$ cat src/rtl/core/bnt_pkg.sv
// shared types, constants and codes for the bounding box normalize and translate block
package bnt_pkg;

  localparam int COORD_WIDTH = 32;
  localparam int FRAC_BITS   = 16;
  localparam int AXES        = 3;

  localparam int CFG_IDX_W  = 3;
  localparam int CFG_DATA_W = 32;
  localparam int MIN_EXT_W  = 31;

  localparam int D2_W    = COORD_WIDTH + 2;
  localparam int MAG_W   = COORD_WIDTH + 1;
  localparam int PROD_W  = MAG_W + COORD_WIDTH;
  localparam int SHIFT   = FRAC_BITS + 1;
  localparam int SCL_W   = PROD_W - SHIFT;
  localparam int SUM_W   = SCL_W + 2;

  localparam int RECIP_QW  = 2 * FRAC_BITS + 1;
  localparam int RECIP_CW  = $clog2(RECIP_QW + 1);

  localparam int QUEUE_DEPTH = 2;
  localparam int QUEUE_AW    = $clog2(QUEUE_DEPTH);
  localparam int QUEUE_CW    = $clog2(QUEUE_DEPTH + 1);

  localparam int OUT_DEPTH = 4;
  localparam int OUT_AW    = $clog2(OUT_DEPTH);
  localparam int OUT_CW    = $clog2(OUT_DEPTH + 1);

  typedef logic signed [COORD_WIDTH-1:0] coord_t;

  localparam coord_t COORD_MAX = {1'b0, {(COORD_WIDTH-1){1'b1}}};
  localparam coord_t COORD_MIN = {1'b1, {(COORD_WIDTH-1){1'b0}}};

  typedef enum logic [1:0] {
    MODE_CLEAR = 2'd0,
    MODE_ACCUM = 2'd1,
    MODE_XFORM = 2'd2
  } mode_t;

  typedef enum logic [CFG_IDX_W-1:0] {
    REG_NORM_EN = 3'd0,
    REG_TRANS_X = 3'd1,
    REG_TRANS_Y = 3'd2,
    REG_TRANS_Z = 3'd3,
    REG_MIN_EXT = 3'd4
  } reg_idx_t;

  typedef struct packed {
    logic [1:0] mode;
    coord_t     point_x;
    coord_t     point_y;
    coord_t     point_z;
    coord_t     world_x;
    coord_t     world_y;
    coord_t     world_z;
  } vertex_t;

  typedef struct packed {
    coord_t out_point_x;
    coord_t out_point_y;
    coord_t out_point_z;
    coord_t out_world_x;
    coord_t out_world_y;
    coord_t out_world_z;
  } result_t;

  typedef struct packed {
    logic                  normalize_enable;
    coord_t [AXES-1:0]     translate;
    logic [MIN_EXT_W-1:0]  min_extent;
  } cfg_t;

  typedef struct packed {
    coord_t [AXES-1:0] pt;
    coord_t [AXES-1:0] wd;
    logic              norm;
  } work_t;

  typedef struct packed {
    coord_t [AXES-1:0]      lo;
    coord_t [AXES-1:0]      hi;
    logic [COORD_WIDTH-1:0] scale;
  } box_t;

  typedef struct packed {
    logic full;
    logic empty;
  } q_stat_t;

endpackage

$ cat src/rtl/core/bnt_queue.sv
// short work queue between front and back ends
module bnt_queue (
  input  logic              clk,
  input  logic              rst,
  input  logic              push,
  input  bnt_pkg::work_t    entry,
  input  logic              pop,
  output bnt_pkg::work_t    head,
  output bnt_pkg::q_stat_t  stat
);

  bnt_pkg::work_t                  mem [bnt_pkg::QUEUE_DEPTH];
  logic [bnt_pkg::QUEUE_AW-1:0]    wr_ptr;
  logic [bnt_pkg::QUEUE_AW-1:0]    rd_ptr;
  logic [bnt_pkg::QUEUE_CW-1:0]    cnt;

  always_ff @(posedge clk) begin
    if (rst) begin
      wr_ptr <= '0;
      rd_ptr <= '0;
      cnt    <= '0;
    end else begin
      if (push) wr_ptr <= wr_ptr + bnt_pkg::QUEUE_AW'(1);
      if (pop)  rd_ptr <= rd_ptr + bnt_pkg::QUEUE_AW'(1);
      cnt <= cnt + bnt_pkg::QUEUE_CW'(push) - bnt_pkg::QUEUE_CW'(pop);
    end
  end

  always_ff @(posedge clk) begin
    if (push) mem[wr_ptr] <= entry;
  end

  assign head       = mem[rd_ptr];
  assign stat.full  = cnt == bnt_pkg::QUEUE_CW'(bnt_pkg::QUEUE_DEPTH);
  assign stat.empty = cnt == '0;

endmodule

$ cat config.mk
export PLATFORM = sky130hd
export DESIGN_NAME = bnt_queue
export DESIGN_NICKNAME = d
export VERILOG_FILES = /design/src/rtl/core/bnt_pkg.sv /design/src/rtl/core/bnt_queue.sv
export SDC_FILE = /design/constraint.sdc
export NUM_CORES = 1
export LEC_CHECK = 0
export BUFFER_PORTS_ARGS = -buffer_cell sky130_fd_sc_hd__buf_2
export CELL_PAD_IN_SITES_DETAIL_PLACEMENT = 1
export CELL_PAD_IN_SITES_GLOBAL_PLACEMENT = 2
export CORE_UTILIZATION = 38
export DETAILED_ROUTE_END_ITERATION = 6
export PLACE_DENSITY = 0.86
export SYNTH_ARGS = -nofsm -noshare
export SYNTH_HDL_FRONTEND = slang
export SYNTH_SLANG_ARGS = --single-unit
$ cat constraint.sdc
create_clock -name clk -period 10.6 [get_ports clk]
set_input_delay 0 -clock clk [delete_from_list [all_inputs] [get_ports clk]]
set_output_delay 0 -clock clk [all_outputs]
set_load 0.05 [all_outputs]
[Word-level counts from Yosys, hierarchy flattened]
Memories as Yosys holds them, arrays and structs flattened. A register that Yosys moved wholly into a read port is not among the register bits.
Cells that the tools add are included.
Storage, ports and cells
  output and inout bits: 195
  memory bits (read-only): 0
  flip-flop bits (word level): 4
  bits of input ports: 197
  RAM bits: 386
  memories kept: 1
  bits in latches: 0
Memories
  mem: words 2, width 193, read ports 1, clocked after Yosys merged registers in 1, wr ports 1, RTL line bnt_queue.sv:12  | bnt_pkg::work_t mem [bnt_pkg::QUEUE_DEPTH];
Cells by class
  shifts and indexed selects: 0
  reductions and logical operators: 1
  bitwise operators: 0
  multiplexer cells: 4
  add/subtract/negate cells: 4
  equal/unequal tests: 1
  divide/modulo/power cells: 0
  magnitude comparators: 0
  $mul: 0
Operators by type and width (count)
  1-bit two-way mux: 4
  1-bit adder (second input constant): 2
  2-bit by 1-bit adder with 2-bit output: 1
  2-bit == test (second input constant): 1
  2-bit zero test: 1
  2-bit by 1-bit subtractor with 2-bit output: 1

[Logic depth before layout (Yosys ltp)]
Gate-level depths: netlist of the first run.
  depth in word-level cells: 3
  depth in mapped cells: 6
  depth with buffers taken out: 6

[Worst setup path before layout of the first run]
OpenSTA, ideal clock, no wires.
  kind: register -> register
  from: register wr_ptr
  to: memory mem[0][0] (netlist name), enable pin
  data required time: 9.828 ns
  data arrival time: 8.840 ns
  period minus slack after synthesis: 9.613 ns
  library setup time: 0.772 ns
  cell stages (with the launch flop): 2
  setup slack: 0.987 ns
  path buffers: 0
  cells stage by stage: dfxtp_1 nor2b_1
RTL lines
  start: declaration: RTL line bnt_queue.sv:13  | logic [bnt_pkg::QUEUE_AW-1:0] wr_ptr;
  start signal: assignment: RTL line bnt_queue.sv:23  | if (push) wr_ptr <= wr_ptr + bnt_pkg::QUEUE_AW'(1);
  end: declaration: RTL line bnt_queue.sv:12
Straight into the memory's write port.

==> flow_summary.yaml, run 1 <==
outcome:
  outcome: "completed"
clocking:
  clock-sinks: 391
  cts.root.buffer_cell: "clkbuf_16"
  cts_max_level: 2
  cts_resized: 0
  cts_buffers: 41
  path_clk_slew_ps: 60
  insertion_delay_ps: 540
  cts_tree: "built"
  clk_path_buf_depth: 3
synthesis:
  yosys.area.top_type: "edfxtp_1"
  synth_compound_area_share_pct: 0
  yosysWarnings: 0
  ys_seq_area_share_pct: 82.5
  synth_area_leaders: "edfxtp_1 (82%), mux2_2 (15%), dfxtp_1 (0.71%)"
  netlist.area_leader.share_pct: 81.8
  synth_adder_area_share_pct: 0.177
  synth-seq-cells: 391
  synthCells: 621
  syn_area_per_cell_sq_um: 22.8
  synth_top_family_by_area: "multiplexers"
  synth-simple-area-share_pct: 0.309
  syn_nets: 820
  synth-xor-area-share_pct: 0.283
  synth_mux_area_share_pct: 15.3
  synth_cell_type_count: 13
  netlist_area_sq_um: 14200
detailed_routing:
  vias: 8205
  postRouteAntennaNets: 0
  vias_per_cell: 4.72
  drt_first_pass_iters: 4
  finalWirelength_mm: 37.3
  drt-initial-drc-count: 320
  wire_per_inst_um: 21.5
  drc: 0
cells_and_area:
  nFillCells: 3391
  drive_above_1_share_pct: 51.4
  mostFrequentLayoutCells: "buf_2 (391), edfxtp_1 (386), dlygate4sd3_1 (197), mux2_2 (193), clkbuf_16 (41)"
  layout.cells.non_filler: 1737
  syn2layout_area_growth_pct: 40.0
  final_common_cell: "buf_2"
  nets: 1437
floorplanning:
  io-pin-count: 392
  die_area_sq_um: 38000
  placementRows: 70
  die_w_um: 195
  core_sq_um: 36600
  initial_core_util_pct: 38.7
  die_h_um: 195
pwr:
  switching_power_mw: 1.10
  swShare_pct: 27.9
  p_seq_share_pct: 46.9
  powerDensity_nw_per_um2: 198
  p_leak_nw: 7.47
  p_total_mw: 3.93
  power_frac_comb_pct: 17.7
  clock_power_share_pct: 35.4
  internal-power_mw: 2.83
  ir_drop_v: 0.000158
critical_path:
  path_cells: "buf_4 -> mux2_2 -> buf_2"
  cp_data_required_time_ps: 10600
  crit_type: "reg2out"
  r2r_slack_ps: 7870
  arrival_ps: 3180
  crit_path_start_kind: "register"
  timing.critical_path.buf_inv: 2
  cp_max_fo: 74
  cp_slowest_cell: "dfxtp_4"
  cp_slowest_stage_delay_ps: 980
  end_kind: "output pin"
  path_delay_family: "buffers and inverters"
grt:
  grt_pass1_wl_mm: 55.9
  grt_max_degree: 78
  grt.total_usage_pct: 19.6
  grt_overflow_total: 0
  grt_pass1_vias: 9330
  antenna_found_initial: 4
sta:
  holdWs_ps: 179
  finClkSkew_ps: 18.9
  hold_violations: 0
  fmax_mhz: 314
  relSlewSlack_pct: 26.2
  setup_viol: 0
  slew_violations: 0
  finalCritPeriodShare_pct: 30.0
  setup_tns_ps: 0
  rsz0062_at_grt: "no"
  fin_crit_ps: 3180
  worstMarginPinSlew_ps: 1110
  postLayoutSetupSlackWorst_ps: 7420
place:
  place_ws_ps: 7790
  gp_congestion: 0.741
  io_buffer_count: 391
  numPlacedInstances: 1466
  hpwl_mm: 21.0
flow_run:
  maxCapViolations: 0
min_path:
  hold_path_class: "in2reg"
[final timing paths]
check | endpoint | start | depth (start not counted)
worst min-delay path | mem[1][82] | entry[82] | 2
worst max-delay path | head[115] | register | 3
worst max register to register | mem[0][186] | wr_ptr | 3
worst min register to register | register | rd_ptr | 2
[through the flow]
stage                     cell area (sq um)  util (%)
final                                 19800      54.2
after global routing                  19800      54.2
after global placement                16600      45.3
after detailed placement              16600      45.3
after CTS                             19800      54.2
after floorplan                       14200         -
[per-layer routing]
| metal | vias to the layer above | wire [um] | global-route usage (%) |
|---|---|---|---|
| li1 | 3720 | - | - |
| met1 | 4069 | 14000 | 21.9 |
| met2 | 341 | 19300 | 34.4 |
| met3 | 73 | 2720 | 5.89 |
| met4 | 2 | 1250 | 8.63 |
| met5 | - | 13 | 0 |
[cells by family after synthesis]
kind of cell | Yosys count
AND/OR/NAND/NOR | 9
buffers and inverters | 23
XOR/XNOR | 3
multiplexers | 193
adder cells (fa/ha/maj) | 2
flip-flops | 391
[sequential cells by signal, summed over array words and instances, names as in the netlist, named ones only]
register / flops
mem: 386
cnt: 2
rd_ptr: 1
wr_ptr: 1
[layout make-up]
cell class	instances	area, sq um	area share [%]
Sequential cell	391	11700	59.0
Antenna cell	3	7.51	0.0379
Clock inverter	23	211	1.07
Multi-Input combinational cell	207	2290	11.6
Clock buffer	48	1050	5.31
Inverter	2	7.51	0.0379
Tap cell	468	586	2.95
Timing Repair Buffer	595	3980	20.1
[power by group through the flow]
stage          combinational [mW]  sequential, mW  clock, mW
2_1_floorplan               0.475            1.88          0
3_3_place_gp                0.619            1.87          0
3_5_place_dp                0.627            1.87          0
4_1_cts                     0.691            1.84       1.41
5_1_grt                     0.725            1.85       1.48
6_report                    0.697            1.84       1.39
[cell usage after synthesis, drive strengths merged]
library cell,count
buf,21
xnor3,1
xnor2,2
nor2,5
ha,2
and2,1
mux2,193
edfxtp,386
inv,2
dfxtp,5
nor2b,3
[repair_timing]
| item | 4_1_cts | 5_1_grt |
|---|---|---|
| endpoints found under the hold margin | 391 | 0 |
| hold buffers | 197 | 0 |
| setup buffers | 0 | 0 |
[worst reg2reg max path, delay by kind of cell, from the launching register on]
family | cells | cell delay (ps)
buf+inv | 2 | 1350
flops | 1 | 350
simple gates | 1 | 590
Power figures use the tool's default switching activity.
==> run 2: changes to the inputs <==
CORE_UTILIZATION = 34   (was 38)
PLACE_DENSITY = 0.82   (was 0.86)
clock period = 2.6 ns   (was 10.6 ns; I/O delays follow)
==> flow_summary.yaml, run 2 (synthesis gave the netlist of run 1 again) <==
outcome:
  outcome: "completed"
detailed_routing:
  vias_per_cell: 4.54
  drt-initial-drc-count: 320
  drc: 0
  drt_first_pass_iters: 5
  finalWirelength_mm: 37.4
  vias: 8285
  wire_per_inst_um: 20.5
  postRouteAntennaNets: 0
clocking:
  cts_max_level: 2
  cts_tree: "built"
  cts_resized: 0
  clk_path_buf_depth: 3
  cts.root.buffer_cell: "clkbuf_16"
  clock-sinks: 391
  insertion_delay_ps: 540
  cts_buffers: 42
  path_clk_slew_ps: 60
sta:
  holdWs_ps: 175
  setup_tns_ps: 0
  fin_crit_ps: 2200
  worstMarginPinSlew_ps: 580
  postLayoutSetupSlackWorst_ps: 402
  fmax_mhz: 455
  slew_violations: 0
  finClkSkew_ps: 11.5
  hold_violations: 0
  relSlewSlack_pct: 61.3
  rsz0062_at_grt: "no"
  finalCritPeriodShare_pct: 84.5
  setup_viol: 0
critical_path:
  crit_path_start_kind: "register"
  crit_type: "reg2out"
  cp_max_fo: 72
  end_kind: "output pin"
  cp_data_required_time_ps: 2600
  arrival_ps: 2200
cells_and_area:
  nFillCells: 3943
  final_common_cell: "buf_2"
  stdcell_area_sq_um: 20200
  nets: 1452
  mostFrequentLayoutCells: "buf_2 (391), edfxtp_1 (386), dlygate4sd3_1 (197), mux2_2 (193), clkbuf_16 (45)"
  layout.cells.non_filler: 1823
  multiInputGateArea_sq_um: 2290
  syn2layout_area_growth_pct: 42.8
  largest_register: "mem"
  largest_reg_flops: 386
  utilization_pct: 49.4
  drive_above_1_share_pct: 51.6
  largestRegisters: "mem (386), cnt (2)"
  regArea_sq_um: 11700
grt:
  grt_overflow_total: 0
  grt_pass1_wl_mm: 54.4
  grt.total_usage_pct: 17.2
  grt_max_degree: 93
  grt_pass1_vias: 9316
  antenna_found_initial: 6
pwr:
  ir_drop_v: 0.000560
  p_leak_nw: 7.61
  powerDensity_nw_per_um2: 803
  p_total_mw: 16.2
place:
  hpwl_mm: 22.5
  gp_congestion: 0.761
  numPlacedInstances: 1544
  place_ws_ps: 958
  io_buffer_count: 391
  placed_area_sq_um: 16900
min_path:
  hold_path_class: "in2reg"
floorplanning:
  initial_core_util_pct: 34.6
  die_w_um: 206
  die_area_sq_um: 42500
  io-pin-count: 392
  placementRows: 74
  die_h_um: 206
  core_sq_um: 40900
flow_run:
  maxCapViolations: 0
run 2: cell count changes in the layout (fill, tap and decap cells not counted), sizes merged:
| cell | previous run | this run |
|---|---|---|
| clkbuf | 48 | 57 |
| clkinv | 17 | 14 |
| buf | 398 | 412 |
| diode | 3 | 7 |
| clkinvlp | 2 | 1 |
| bufinv | 4 | 3 |
run 2: critical path, cell delays in order (launching register included):
cell and delay [ps]:
dfxtp_4 560, buf_12 400, mux2_2 410, buf_2 210
run 2: final cells by class:
cell class                      count  share of cell area (%)
Antenna cell                        7                  0.0866
Clock buffer                       57                    5.79
Clock inverter                     18                   0.829
Inverter                            2                  0.0371
Multi-Input combinational cell    207                    11.3
Sequential cell                   391                    57.8
Tap cell                          532                    3.29
Timing Repair Buffer              609                    20.8
run 2: report_power, final:
group / internal [mW] / leakage (nW) / switching (mW)
clock: 3.45 / 0.646 / 2.40
combinational: 0.942 / 3.29 / 1.98
sequential: 7.37 / 3.67 / 0.113
total: 11.8 / 7.61 / 4.49
run 2: metal layers:
layer,up-vias,track usage [%],wire [um]
met5,-,0,0
met4,0,7.46,1190
met3,70,4.53,2700
met2,339,30.7,19500
met1,4123,19.3,14000
li1,3753,-,-
run 2: final timing paths:
kind | from | endpoint | slack [ps] | depth (start not counted)
worst min-delay path | entry[86] | mem[0][86] | 180 | 2
worst max register to register | wr_ptr | mem[1][174] | 1050 | 3
worst min register to register | rd_ptr | rd_ptr | 510 | 2
worst max-delay path | register | head[162] | 400 | 3
run 2: what timing repair did:
| item | 4_1_cts | 5_1_grt |
|---|---|---|
| buffers inserted | 0 | 0 |
| hold endpoints to repair | 391 | 0 |
| hold buffers | 197 | 0 |
